--- config.mk ---
export PLATFORM = sky130hd
export DESIGN_NAME = vector_cosine_similarity_unit
export DESIGN_NICKNAME = d
export VERILOG_FILES = /design/src/rtl/vcs_pkg.sv /design/src/rtl/vector_cosine_similarity_unit.sv
export SDC_FILE = /design/constraint.sdc
export NUM_CORES = 2
export LEC_CHECK = 0
export ABC_AREA = 1
export CORE_ASPECT_RATIO = 1.5
export CORE_MARGIN = 2
export CORE_UTILIZATION = 50
export DETAILED_ROUTE_END_ITERATION = 16
export DONT_BUFFER_PORTS = 1
export GPL_ROUTABILITY_DRIVEN = 0
export PLACE_DENSITY = 0.71
export RECOVER_POWER = 25
export SLEW_MARGIN = 5
export SYNTH_ARGS = -nofsm -noshare
export SYNTH_HDL_FRONTEND = slang
export SYNTH_SLANG_ARGS = --single-unit
--- constraint.sdc ---
create_clock -name clock -period 9.9 [get_ports clock]
set_clock_uncertainty 0.1 [all_clocks]
set_input_delay 1.98 -clock clock [delete_from_list [all_inputs] [get_ports clock]]
set_output_delay 1.98 -clock clock [all_outputs]
set_load 0.01 [all_outputs]
--- src/rtl/vcs_pkg.sv ---
// shared types and constants of the vector cosine similarity unit
package vcs_pkg;

   localparam int ELEM_W     = 16;
   localparam int PROD_W     = 2 * ELEM_W;
   localparam int NORM_W     = 42;
   localparam int DOT_W      = NORM_W + 1;
   localparam int ALU_W      = 2 * DOT_W;
   localparam int Q_W        = 16;
   localparam int QUO_W      = 30;
   localparam int MUL_STEPS  = DOT_W;
   localparam int DIV_STEPS  = QUO_W;
   localparam int SQRT_STEPS = QUO_W / 2;
   localparam int CNT_W      = $clog2(MUL_STEPS);

   localparam logic [NORM_W-1:0] NORM_MAX = {NORM_W{1'b1}};
   localparam logic [DOT_W-1:0]  DOT_MAX  = {1'b0, {NORM_W{1'b1}}};
   localparam logic [DOT_W-1:0]  DOT_MIN  = {1'b1, {NORM_W{1'b0}}};
   localparam logic [Q_W-1:0]    Q_ONE    = {1'b1, {(Q_W-1){1'b0}}};
   localparam logic [Q_W-1:0]    Q_MAX    = {1'b0, {(Q_W-1){1'b1}}};

   typedef enum logic [10:0] {
      ST_IDLE    = 11'b000_0000_0001,
      ST_ACC_AA  = 11'b000_0000_0010,
      ST_ACC_BB  = 11'b000_0000_0100,
      ST_ACC_AB  = 11'b000_0000_1000,
      ST_ACC_DOT = 11'b000_0001_0000,
      ST_MUL_NN  = 11'b000_0010_0000,
      ST_MUL_DD  = 11'b000_0100_0000,
      ST_CMP     = 11'b000_1000_0000,
      ST_DIV     = 11'b001_0000_0000,
      ST_SQRT    = 11'b010_0000_0000,
      ST_FIN     = 11'b100_0000_0000
   } state_type;

endpackage

--- src/rtl/vector_cosine_similarity_unit.sv ---
// Vector cosine similarity unit: one sequencer around a shared wide adder and a 16x16 multiplier
//
// Element pairs enter on the req_ channel, one transaction per pair; req_tlast marks the
// final pair of the two vectors. The unit keeps saturating sums of a*b, a*a and b*b.
// After the last pair one transaction leaves on the rsp_ channel: the similarity in Q1.15
// (truncated toward zero, saturated) and a zero-norm flag in rsp_tuser.
// Each pair is accepted in the idle state and then passes through ACC_AA, ACC_BB, ACC_AB
// and ACC_DOT on the shared multiplier and adder. After the last pair the unit runs
// norm_a*norm_b and dot*dot as 43-step shift-add multiplies, a compare, a 30-step
// restoring divide and a 15-step integer square root, all on the one 86-bit adder,
// and then loads the output register. When dot*dot reaches norm_a*norm_b the divide
// and square root are skipped; a zero norm skips all of it.
// req_tready is high only while the unit waits for a pair.
// The result sits in an output register, so the unit takes further pairs while the
// receiver stalls; a second result waits in the final state until the first is taken.
// Synchronous reset clears the sums, the sequencer and the output valid.
module vector_cosine_similarity_unit
   import vcs_pkg::*;
(
   input  logic        clock,
   input  logic        reset,
   input  logic        req_tvalid,
   output logic        req_tready,
   input  logic [31:0] req_tdata,  // elem_a [15:0], elem_b [31:16]
   input  logic        req_tlast,
   output logic        rsp_tvalid,
   input  logic        rsp_tready,
   output logic [15:0] rsp_tdata,  // similarity [15:0]
   output logic        rsp_tuser   // zero_norm [0]
);

   state_type state_ff, state_in;

   logic signed [ELEM_W-1:0] a_ff, a_in, b_ff, b_in;
   logic                     last_ff, last_in;
   logic signed [PROD_W-1:0] prod_ff, prod_in;
   logic signed [DOT_W-1:0]  dot_ff, dot_in;
   logic [NORM_W-1:0]        na_ff, na_in, nb_ff, nb_in;
   logic [ALU_W-1:0]         rem_ff, rem_in;
   logic [2*NORM_W-1:0]      ab_ff, ab_in;
   logic [DOT_W-1:0]         mcand_ff, mcand_in;
   logic [QUO_W-1:0]         quo_ff, quo_in;
   logic [Q_W-1:0]           q_ff, q_in;
   logic                     zn_ff, zn_in;
   logic [CNT_W-1:0]         cnt_ff, cnt_in;
   logic                     rsp_valid_ff, rsp_valid_in;
   logic [Q_W-1:0]           rsp_data_ff, rsp_data_in;
   logic                     rsp_zn_ff, rsp_zn_in;

   logic signed [ELEM_W-1:0] mul_x, mul_y;
   logic signed [PROD_W-1:0] mul_p;
   logic [ALU_W-1:0]         alu_x, alu_y, alu_sum;
   logic                     alu_sub, alu_neg;
   logic [ALU_W-1:0]         mul_next;
   logic [DOT_W-1:0]         dmag;
   logic [Q_W-1:0]           sim;

   assign mul_p   = mul_x * mul_y;
   assign alu_sum = alu_x + (alu_sub ? ~alu_y : alu_y) + {{(ALU_W-1){1'b0}}, alu_sub};
   assign alu_neg = alu_sum[ALU_W-1];

   // product register of the shift-add multiply: upper half plus addend, lower half shifts out
   assign mul_next = {alu_sum[DOT_W:0], rem_ff[DOT_W-1:1]};

   assign dmag = dot_ff[DOT_W-1] ? (DOT_W'(0) - $unsigned(dot_ff)) : $unsigned(dot_ff);

   always_comb begin
      if (dot_ff[DOT_W-1]) begin
         sim = Q_W'(0) - q_ff;
      end else if (q_ff[Q_W-1]) begin
         sim = Q_MAX;
      end else begin
         sim = q_ff;
      end
   end

   // shared adder operand selection
   always_comb begin
      alu_x   = '0;
      alu_y   = '0;
      alu_sub = 1'b0;
      mul_x   = a_ff;
      mul_y   = a_ff;
      case (state_ff)
         ST_ACC_BB: begin
            alu_x = {{(ALU_W-NORM_W){1'b0}}, na_ff};
            alu_y = {{(ALU_W-PROD_W){prod_ff[PROD_W-1]}}, prod_ff};
            mul_x = b_ff;
            mul_y = b_ff;
         end
         ST_ACC_AB: begin
            alu_x = {{(ALU_W-NORM_W){1'b0}}, nb_ff};
            alu_y = {{(ALU_W-PROD_W){prod_ff[PROD_W-1]}}, prod_ff};
            mul_x = a_ff;
            mul_y = b_ff;
         end
         ST_ACC_DOT: begin
            alu_x = {{(ALU_W-DOT_W){dot_ff[DOT_W-1]}}, dot_ff};
            alu_y = {{(ALU_W-PROD_W){prod_ff[PROD_W-1]}}, prod_ff};
         end
         ST_MUL_NN, ST_MUL_DD: begin
            alu_x = {{(ALU_W-DOT_W){1'b0}}, rem_ff[ALU_W-1:DOT_W]};
            alu_y = rem_ff[0] ? {{(ALU_W-DOT_W){1'b0}}, mcand_ff} : '0;
         end
         ST_CMP: begin
            alu_x   = rem_ff;
            alu_y   = {{(ALU_W-2*NORM_W){1'b0}}, ab_ff};
            alu_sub = 1'b1;
         end
         ST_DIV: begin
            alu_x   = {rem_ff[ALU_W-2:0], 1'b0};
            alu_y   = {{(ALU_W-2*NORM_W){1'b0}}, ab_ff};
            alu_sub = 1'b1;
         end
         ST_SQRT: begin
            alu_x   = {rem_ff[ALU_W-3:0], quo_ff[QUO_W-1:QUO_W-2]};
            alu_y   = {{(ALU_W-Q_W-2){1'b0}}, q_ff, 2'b01};
            alu_sub = 1'b1;
         end
         default: begin
            alu_x = '0;
         end
      endcase
   end

   // sequencer
   always_comb begin
      state_in     = state_ff;
      a_in         = a_ff;
      b_in         = b_ff;
      last_in      = last_ff;
      prod_in      = prod_ff;
      dot_in       = dot_ff;
      na_in        = na_ff;
      nb_in        = nb_ff;
      rem_in       = rem_ff;
      ab_in        = ab_ff;
      mcand_in     = mcand_ff;
      quo_in       = quo_ff;
      q_in         = q_ff;
      zn_in        = zn_ff;
      cnt_in       = cnt_ff;
      rsp_valid_in = rsp_valid_ff & ~rsp_tready;
      rsp_data_in  = rsp_data_ff;
      rsp_zn_in    = rsp_zn_ff;
      case (state_ff)
         ST_IDLE: begin
            if (req_tvalid) begin
               a_in     = req_tdata[ELEM_W-1:0];
               b_in     = req_tdata[2*ELEM_W-1:ELEM_W];
               last_in  = req_tlast;
               state_in = ST_ACC_AA;
            end
         end
         ST_ACC_AA: begin
            prod_in  = mul_p;
            state_in = ST_ACC_BB;
         end
         ST_ACC_BB: begin
            na_in    = (|alu_sum[ALU_W-1:NORM_W]) ? NORM_MAX : alu_sum[NORM_W-1:0];
            prod_in  = mul_p;
            state_in = ST_ACC_AB;
         end
         ST_ACC_AB: begin
            nb_in    = (|alu_sum[ALU_W-1:NORM_W]) ? NORM_MAX : alu_sum[NORM_W-1:0];
            prod_in  = mul_p;
            state_in = ST_ACC_DOT;
         end
         ST_ACC_DOT: begin
            // in range when all bits above the sum width match its sign
            if (&alu_sum[ALU_W-1:DOT_W-1] || ~|alu_sum[ALU_W-1:DOT_W-1]) begin
               dot_in = alu_sum[DOT_W-1:0];
            end else if (alu_neg) begin
               dot_in = DOT_MIN;
            end else begin
               dot_in = DOT_MAX;
            end
            if (!last_ff) begin
               state_in = ST_IDLE;
            end else if (na_ff == '0 || nb_ff == '0) begin
               q_in     = '0;
               zn_in    = 1'b1;
               state_in = ST_FIN;
            end else begin
               zn_in    = 1'b0;
               rem_in   = {{(ALU_W-NORM_W){1'b0}}, nb_ff};
               mcand_in = {1'b0, na_ff};
               cnt_in   = CNT_W'(MUL_STEPS - 1);
               state_in = ST_MUL_NN;
            end
         end
         ST_MUL_NN: begin
            rem_in = mul_next;
            cnt_in = cnt_ff - CNT_W'(1);
            if (cnt_ff == '0) begin
               ab_in    = mul_next[2*NORM_W-1:0];
               rem_in   = {{(ALU_W-DOT_W){1'b0}}, dmag};
               mcand_in = dmag;
               cnt_in   = CNT_W'(MUL_STEPS - 1);
               state_in = ST_MUL_DD;
            end
         end
         ST_MUL_DD: begin
            rem_in = mul_next;
            cnt_in = cnt_ff - CNT_W'(1);
            if (cnt_ff == '0) begin
               state_in = ST_CMP;
            end
         end
         ST_CMP: begin
            // dot^2 >= norm_a*norm_b means the magnitude reaches one
            if (!alu_neg) begin
               q_in     = Q_ONE;
               state_in = ST_FIN;
            end else begin
               quo_in   = '0;
               cnt_in   = CNT_W'(DIV_STEPS - 1);
               state_in = ST_DIV;
            end
         end
         ST_DIV: begin
            if (!alu_neg) begin
               rem_in = alu_sum;
            end else begin
               rem_in = alu_x;
            end
            quo_in = {quo_ff[QUO_W-2:0], ~alu_neg};
            cnt_in = cnt_ff - CNT_W'(1);
            if (cnt_ff == '0) begin
               rem_in   = '0;
               q_in     = '0;
               cnt_in   = CNT_W'(SQRT_STEPS - 1);
               state_in = ST_SQRT;
            end
         end
         ST_SQRT: begin
            if (!alu_neg) begin
               rem_in = alu_sum;
            end else begin
               rem_in = alu_x;
            end
            q_in   = {q_ff[Q_W-2:0], ~alu_neg};
            quo_in = {quo_ff[QUO_W-3:0], 2'b00};
            cnt_in = cnt_ff - CNT_W'(1);
            if (cnt_ff == '0) begin
               state_in = ST_FIN;
            end
         end
         ST_FIN: begin
            if (!rsp_valid_ff || rsp_tready) begin
               rsp_valid_in = 1'b1;
               rsp_data_in  = sim;
               rsp_zn_in    = zn_ff;
               dot_in       = '0;
               na_in        = '0;
               nb_in        = '0;
               state_in     = ST_IDLE;
            end
         end
         default: begin
            state_in = ST_IDLE;
         end
      endcase
   end

   always_ff @(posedge clock) begin
      if (reset) begin
         state_ff     <= ST_IDLE;
         dot_ff       <= '0;
         na_ff        <= '0;
         nb_ff        <= '0;
         cnt_ff       <= '0;
         rsp_valid_ff <= 1'b0;
      end else begin
         state_ff     <= state_in;
         dot_ff       <= dot_in;
         na_ff        <= na_in;
         nb_ff        <= nb_in;
         cnt_ff       <= cnt_in;
         rsp_valid_ff <= rsp_valid_in;
      end
   end

   always_ff @(posedge clock) begin
      a_ff        <= a_in;
      b_ff        <= b_in;
      last_ff     <= last_in;
      prod_ff     <= prod_in;
      rem_ff      <= rem_in;
      ab_ff       <= ab_in;
      mcand_ff    <= mcand_in;
      quo_ff      <= quo_in;
      q_ff        <= q_in;
      zn_ff       <= zn_in;
      rsp_data_ff <= rsp_data_in;
      rsp_zn_ff   <= rsp_zn_in;
   end

   assign req_tready = (state_ff == ST_IDLE);
   assign rsp_tvalid = rsp_valid_ff;
   assign rsp_tdata  = rsp_data_ff;
   assign rsp_tuser  = rsp_zn_ff;

`ifndef SYNTH
   a_zero_flag_zero_sim: assert property (@(posedge clock) disable iff (reset)
      (rsp_tvalid && rsp_tuser) |-> (rsp_tdata == '0))
      else $error("zero-norm result with nonzero similarity");

   a_div_rem_bound: assert property (@(posedge clock) disable iff (reset)
      (state_ff == ST_DIV) |-> (rem_ff < {{(ALU_W-2*NORM_W){1'b0}}, ab_ff}))
      else $error("divide remainder not below divisor");

   a_sums_cleared: assert property (@(posedge clock) disable iff (reset)
      (state_ff == ST_FIN && (!rsp_valid_ff || rsp_tready))
      |=> (dot_ff == '0 && na_ff == '0 && nb_ff == '0 && rsp_tvalid))
      else $error("sums not cleared after result");

   a_mul_count: assert property (@(posedge clock) disable iff (reset)
      (state_ff == ST_MUL_NN || state_ff == ST_MUL_DD)
      |-> (cnt_ff <= CNT_W'(MUL_STEPS - 1)))
      else $error("multiply step count out of range");
`endif

endmodule

-- After elaboration in Yosys (flattened, before gate mapping)
Index checks and enable logic that the tools add are counted.
- mux-type cells: 54
- eq/ne operators: 22
- reduce and logical (&&, ||, !) cells: 38
- $mul: 1
- bitwise gates (word level): 4
- $add $sub $neg: 5
- operators by type and width (kind ; count):
    $pmux 86 s7 ; 1
    $mux 86 ; 6
    $pmux 86 s5 ; 1
    $mux 43 ; 8
    $pmux 86 s4 ; 1
    $pmux 43 s2 ; 2
    $pmux 42 s2 ; 2
    $pmux 11 s11 ; 1
    $mux 16 ; 7
    $mux 11 ; 9
    $pmux 30 s3 ; 1
    $add 86x1->86 ; 1
    $add 86x86->86 ; 1
    $not 86->86 ; 1
    $logic_not 42->1 ; 2
    $mux 42 ; 2
    $pmux 16 s4 ; 1
    $reduce_and 44->1 ; 1
    $reduce_or 44->1 ; 1
    $sub 1x43->43 const A ; 1
    $mul 16x16->32 ; 1
    $mux 30 ; 1
    $mux 6 ; 5
    $pmux 6 s5 ; 1
    other kinds (32) ; 66
- logic and storage cells: 142
- register bits: 487
- input bits: 37
- output and inout port bits: 19

-- Longest topological paths before layout
- depth in word-level cells: 12
- mapped depth: 40
- depth with buffers taken out: 38

-- Least setup slack after synthesis
OpenSTA, ideal clock, no wires.
- path type: reg-to-reg
- start: register state_ff[10]
- end: register prod_ff[30], data pin
- slack: 1.899 ns
- cell stages (with the launch flop): 34
- library setup time: 0.257 ns
- data arrival time: 7.644 ns
- required time: 9.543 ns
- clock period less this slack: 8.001 ns
- path buffers: 2
- cell sequence: dfxtp_1 nor2_4 nand2_4 nor2_2 nand2_1 inv_2 buf_1 buf_1 nor2_1 a21oi_1 nand2_1 fa_1 fa_1 fa_1 inv_1 fa_1 fa_1 inv_1 fa_1 inv_1 ha_1 a21oi_1 o21ai_0 a21oi_1 o21ai_0 a21boi_0 o21ai_0 a21oi_1 o21ai_0 a21boi_0 nor2_1 o21ai_0 nand2_1 xor2_1
- cells in the longest elaborated chain, start to end: 4
- ends and longest elaborated chain (element ; line ; source):
    from (decl) ; vector_cosine_similarity_unit.sv:32 ; state_type state_ff, state_in;
    from (signal assigned) ; vector_cosine_similarity_unit.sv:275 ; state_ff <= state_in;
    $eq 11x4->1 / $eq 11x3->1 (equally long branches) ; vector_cosine_similarity_unit.sv:84 ; case (state_ff)
    $reduce_or 2->1 (no source line) ; n/a ;
    $mux 16 ; vector_cosine_similarity_unit.sv:84 ;
    $mul 16x16->32 * ; vector_cosine_similarity_unit.sv:58 ; assign mul_p = mul_x * mul_y;
    via mul_p[30] ; vector_cosine_similarity_unit.sv:51 ; logic signed [PROD_W-1:0] mul_p;
    to (signal assigned) ; vector_cosine_similarity_unit.sv:288 ; prod_ff <= prod_in;
    to (decl) ; vector_cosine_similarity_unit.sv:36 ; logic signed [PROD_W-1:0] prod_ff, prod_in;
Mark *: on every way through the listed nets, which the timed path passes. The rest lies on a longest branch.
A chain may end at the register's enable or synchronous reset.

-- Worst setup path in the final report
- start: register state_ff[2]
- end: register na_ff[26]
- cells in the longest elaborated chain, start to end: 10
- ends and longest elaborated chain (element ; line ; source):
    $eq 11x5->1, or another cell as far along ; vector_cosine_similarity_unit.sv:84 ;
    $reduce_or 3->1 (no source line), or another cell as far along ; n/a ;
    $pmux 86 s4 ; vector_cosine_similarity_unit.sv:84 ;
    $not 86->86 ; vector_cosine_similarity_unit.sv:59 ; assign alu_sum = alu_x + (alu_sub ? ~alu_y : alu_y) + {{(ALU_W-1){1'b0}}, alu_sub};
    $mux 86 ; vector_cosine_similarity_unit.sv:59 ;
    $add 86x86->86 ; vector_cosine_similarity_unit.sv:59 ;
    $add 86x1->86 ; vector_cosine_similarity_unit.sv:59 ;
    $reduce_or 44->1 ; vector_cosine_similarity_unit.sv:160 ; na_in = (|alu_sum[ALU_W-1:NORM_W]) ? NORM_MAX : alu_sum[NORM_W-1:0];
    $mux 42 ; vector_cosine_similarity_unit.sv:160 ;
    $pmux 42 s2 ; vector_cosine_similarity_unit.sv:146 ; case (state_ff)
    to (signal assigned) ; vector_cosine_similarity_unit.sv:277 ; na_ff <= na_in;
    to (decl) ; vector_cosine_similarity_unit.sv:38 ; logic [NORM_W-1:0] na_ff, na_in, nb_ff, nb_in;
Several ways; a longest one is shown, not always the timed one.

==> results_dict.tcl <==
set metrics [dict create \
    outcome "finished, violations left" \
    violations "capacitance limit, slew limit, setup timing" \
    finalCriticalPeriod_ns 10.08 \
    cts_hold_buf 0 \
    grt_max_degree 141 \
    routed_wirelength_um 179000 \
    dpl-instance-area_um2 44600 \
    synth.distinct_cells 61 \
    vias 43815 \
    cts_made_buffers 50 \
    startpoint_type "flop" \
    hold_path_depth 2 \
    pre_cts_ws_ns 0.559 \
    ant_nets 0 \
    setup_slack_ns -0.182 \
    synth_compound_area_share_pct 14.7 \
    die_w_um 245 \
    fp.dieH_um 365 \
    cp_max_fo 28 \
    post-route-period-util_pct 102 \
    num_rows 132 \
    stdcell_area_um2 46300 \
    maxSlewViolCount 349 \
    antenna_found_initial 5 \
    synth-seq-cells 487 \
    grt_overflow 0 \
    post-dp-hpwl_um 131000 \
    synth_area_leader_cell "edfxtp_1" \
    rsz0062_at_grt "false" \
    slowest_delay_ns 1.24 \
    synth-async-reset-ratio_pct 0 \
    synthAdderAreaFrac_pct 17.0 \
    cts_tree "yes" \
    synthTopCellsByCount "nand2_1, inv_1, nor2_1" \
    insertion_delay_ns 0.65 \
    netlist.area_leader.share_pct 23.6 \
    htree_levels 2 \
    grt_first_pass_wirelength_um 262000 \
    yosys_warnings 0 \
    io_buffers 0 \
    worstPathBufferInverterCount 5 \
    vias_per_cell 6.27 \
    grt_pass1_vias 42498 \
    remaining_drc_errors 0 \
    max_freq_ghz 0.0992 \
    hold_class "reg2reg" \
    nets 6274 \
    synth_xor_area_share_pct 3.49 \
    synth_flop_cell "edfxtp_1" \
    hold_violations 0 \
    synth_area_leaders "edfxtp_1, fa_1, nand2_1, inv_1, dfxtp_1" \
    drt_iter0_drc 5986 \
    synth_mux_area_share_pct 0 \
    firstDrtPassIters 12 \
    initial_utilization_pct 50.4 \
    seq_area_frac_synth_pct 30.3 \
    synth-edff-count 342 \
    clkTransAtPathRegs_ns 0.07 \
    slew_headroom_pct -426 \
    synth_top_family_by_area "simple AND/OR/NAND/NOR gates" \
    io_pins 56 \
    cts_setup_buffers 0 \
    cts_root_buf "clkbuf_16" \
    cts_resized 0 \
    required_ns 10.28 \
    syn_inst 5911 \
    synth-simple-area-share_pct 23.5 \
    clock_sinks 487 \
    crit_top_cell "nand2_1" \
    drv_cap 7 \
    drive_above_1_share_pct 3.64 \
    synth_nets 6380 \
    cp-end-kind "flop" \
    grt_usage_pct 39.5 \
    setup_viol 26 \
    cp.depth 31 \
    tns_ns -2.73 \
    syn_to_final_growth_pct 6.51 \
    cp_slowest_cell "o21ai_0" \
    rr_worst_depth 31 \
    dieArea_um2 89300 \
    cp.arrival_ns 10.46 \
    synth.avg_cell_area_um2 7.35 \
    yosysMostFrequentCell "nand2_1" \
    clock_path_buffers 3 \
    core-area_um2 86200 \
    cp_top_family "simple AND/OR/NAND/NOR gates" \
    worstMarginPinSlew_ns 7.89 \
    wl_per_cell_um 25.6 \
    syn-cell-area_um2 43400 \
    worstSetupPathType "reg2reg" \
]
area by class of cell:
type / instances / area, um^2
fill: 8425 / 39900
sequential: 487 / 13200
multi-input combinational: 4163 / 25500
antenna: 4 / 10.0
clock inverter: 32 / 384
clock buffer: 62 / 1350
tap: 1139 / 1430
timing repair buffer: 78 / 598
inverter: 1025 / 3850
metal layers:
metal	routed length [um]	part of all wire, %	track usage [%]	up-vias
met5	28	0.016	0	-
met3	22200	12	10.3	1148
met4	21100	12	36.7	4
met2	79600	45	63.4	3505
met1	55700	31	42.6	20164
li1	-	-	-	18994
state kept, by name, indices dropped and copies added, names as in the netlist, 30 cells and up:
name / flops
quo_ff: 30
ab_ff: 84
rem_ff: 86
prod_ff: 32
dot_ff: 43
mcand_ff: 43
nb_ff: 42
na_ff: 42
worst paths after layout:
| path | startpoint | to | slack (ns) |
|---|---|---|---|
| setup / recovery | state_ff[2] | na_ff[26] | -0.18 |
| hold reg to reg | na_ff[4] | na_ff[4] | 0.37 |
| setup reg to reg | state_ff[2] | na_ff[26] | -0.18 |
| hold / removal | na_ff[4] | na_ff[4] | 0.37 |
layout by cell type, fill, tap and decap left out, types with 26 or more instances in the layout:
cell type / instances
nor2_1: 699
nor3_1: 49
xor2_1: 144
o22ai_1: 92
fa_1: 263
nand3_1: 279
edfxtp_1: 342
nor4_1: 26
xnor2_1: 26
buf_4: 68
clkbuf_16: 51
o21ai_0: 270
a221oi_1: 95
nand2_1: 1367
o211ai_1: 83
nand4_1: 37
ha_1: 169
a41oi_1: 31
dfxtp_1: 145
a21oi_1: 363
inv_1: 1003
stage by stage:
stage / instances / hold WS (ns) / util (%)
3_5_place_dp: 6890 / 0.352 / 51.7
5_1_grt: 6986 / 0.382 / 53.7
4_1_cts: 6984 / 0.362 / 53.7
3_3_place_gp: 6890 / 0.347 / 51.7
2_1_floorplan: 5911 / 0.300 / -
6_report: 6990 / 0.367 / 53.7
cells by family (layout without fill, tap and decap cells):
logic type,count (synthesis),in the layout
XOR/XNOR,171,171
other,0,4
buffers and inverters,1261,1197
adder cells (fa/ha/maj),432,432
AND/OR/NAND/NOR,2509,2509
AO/OA/AOI/OAI,1051,1051
flip-flops,487,487
tightest hold or removal path: stages, from the launching register on:
cell and delay (ns):
dfxtp_1 0.31, nand2_1 0.06, a21oi_1 0.05
Power is not shown: default switching activity piles up to over one toggle a cycle in this logic, so the estimate is an artifact.
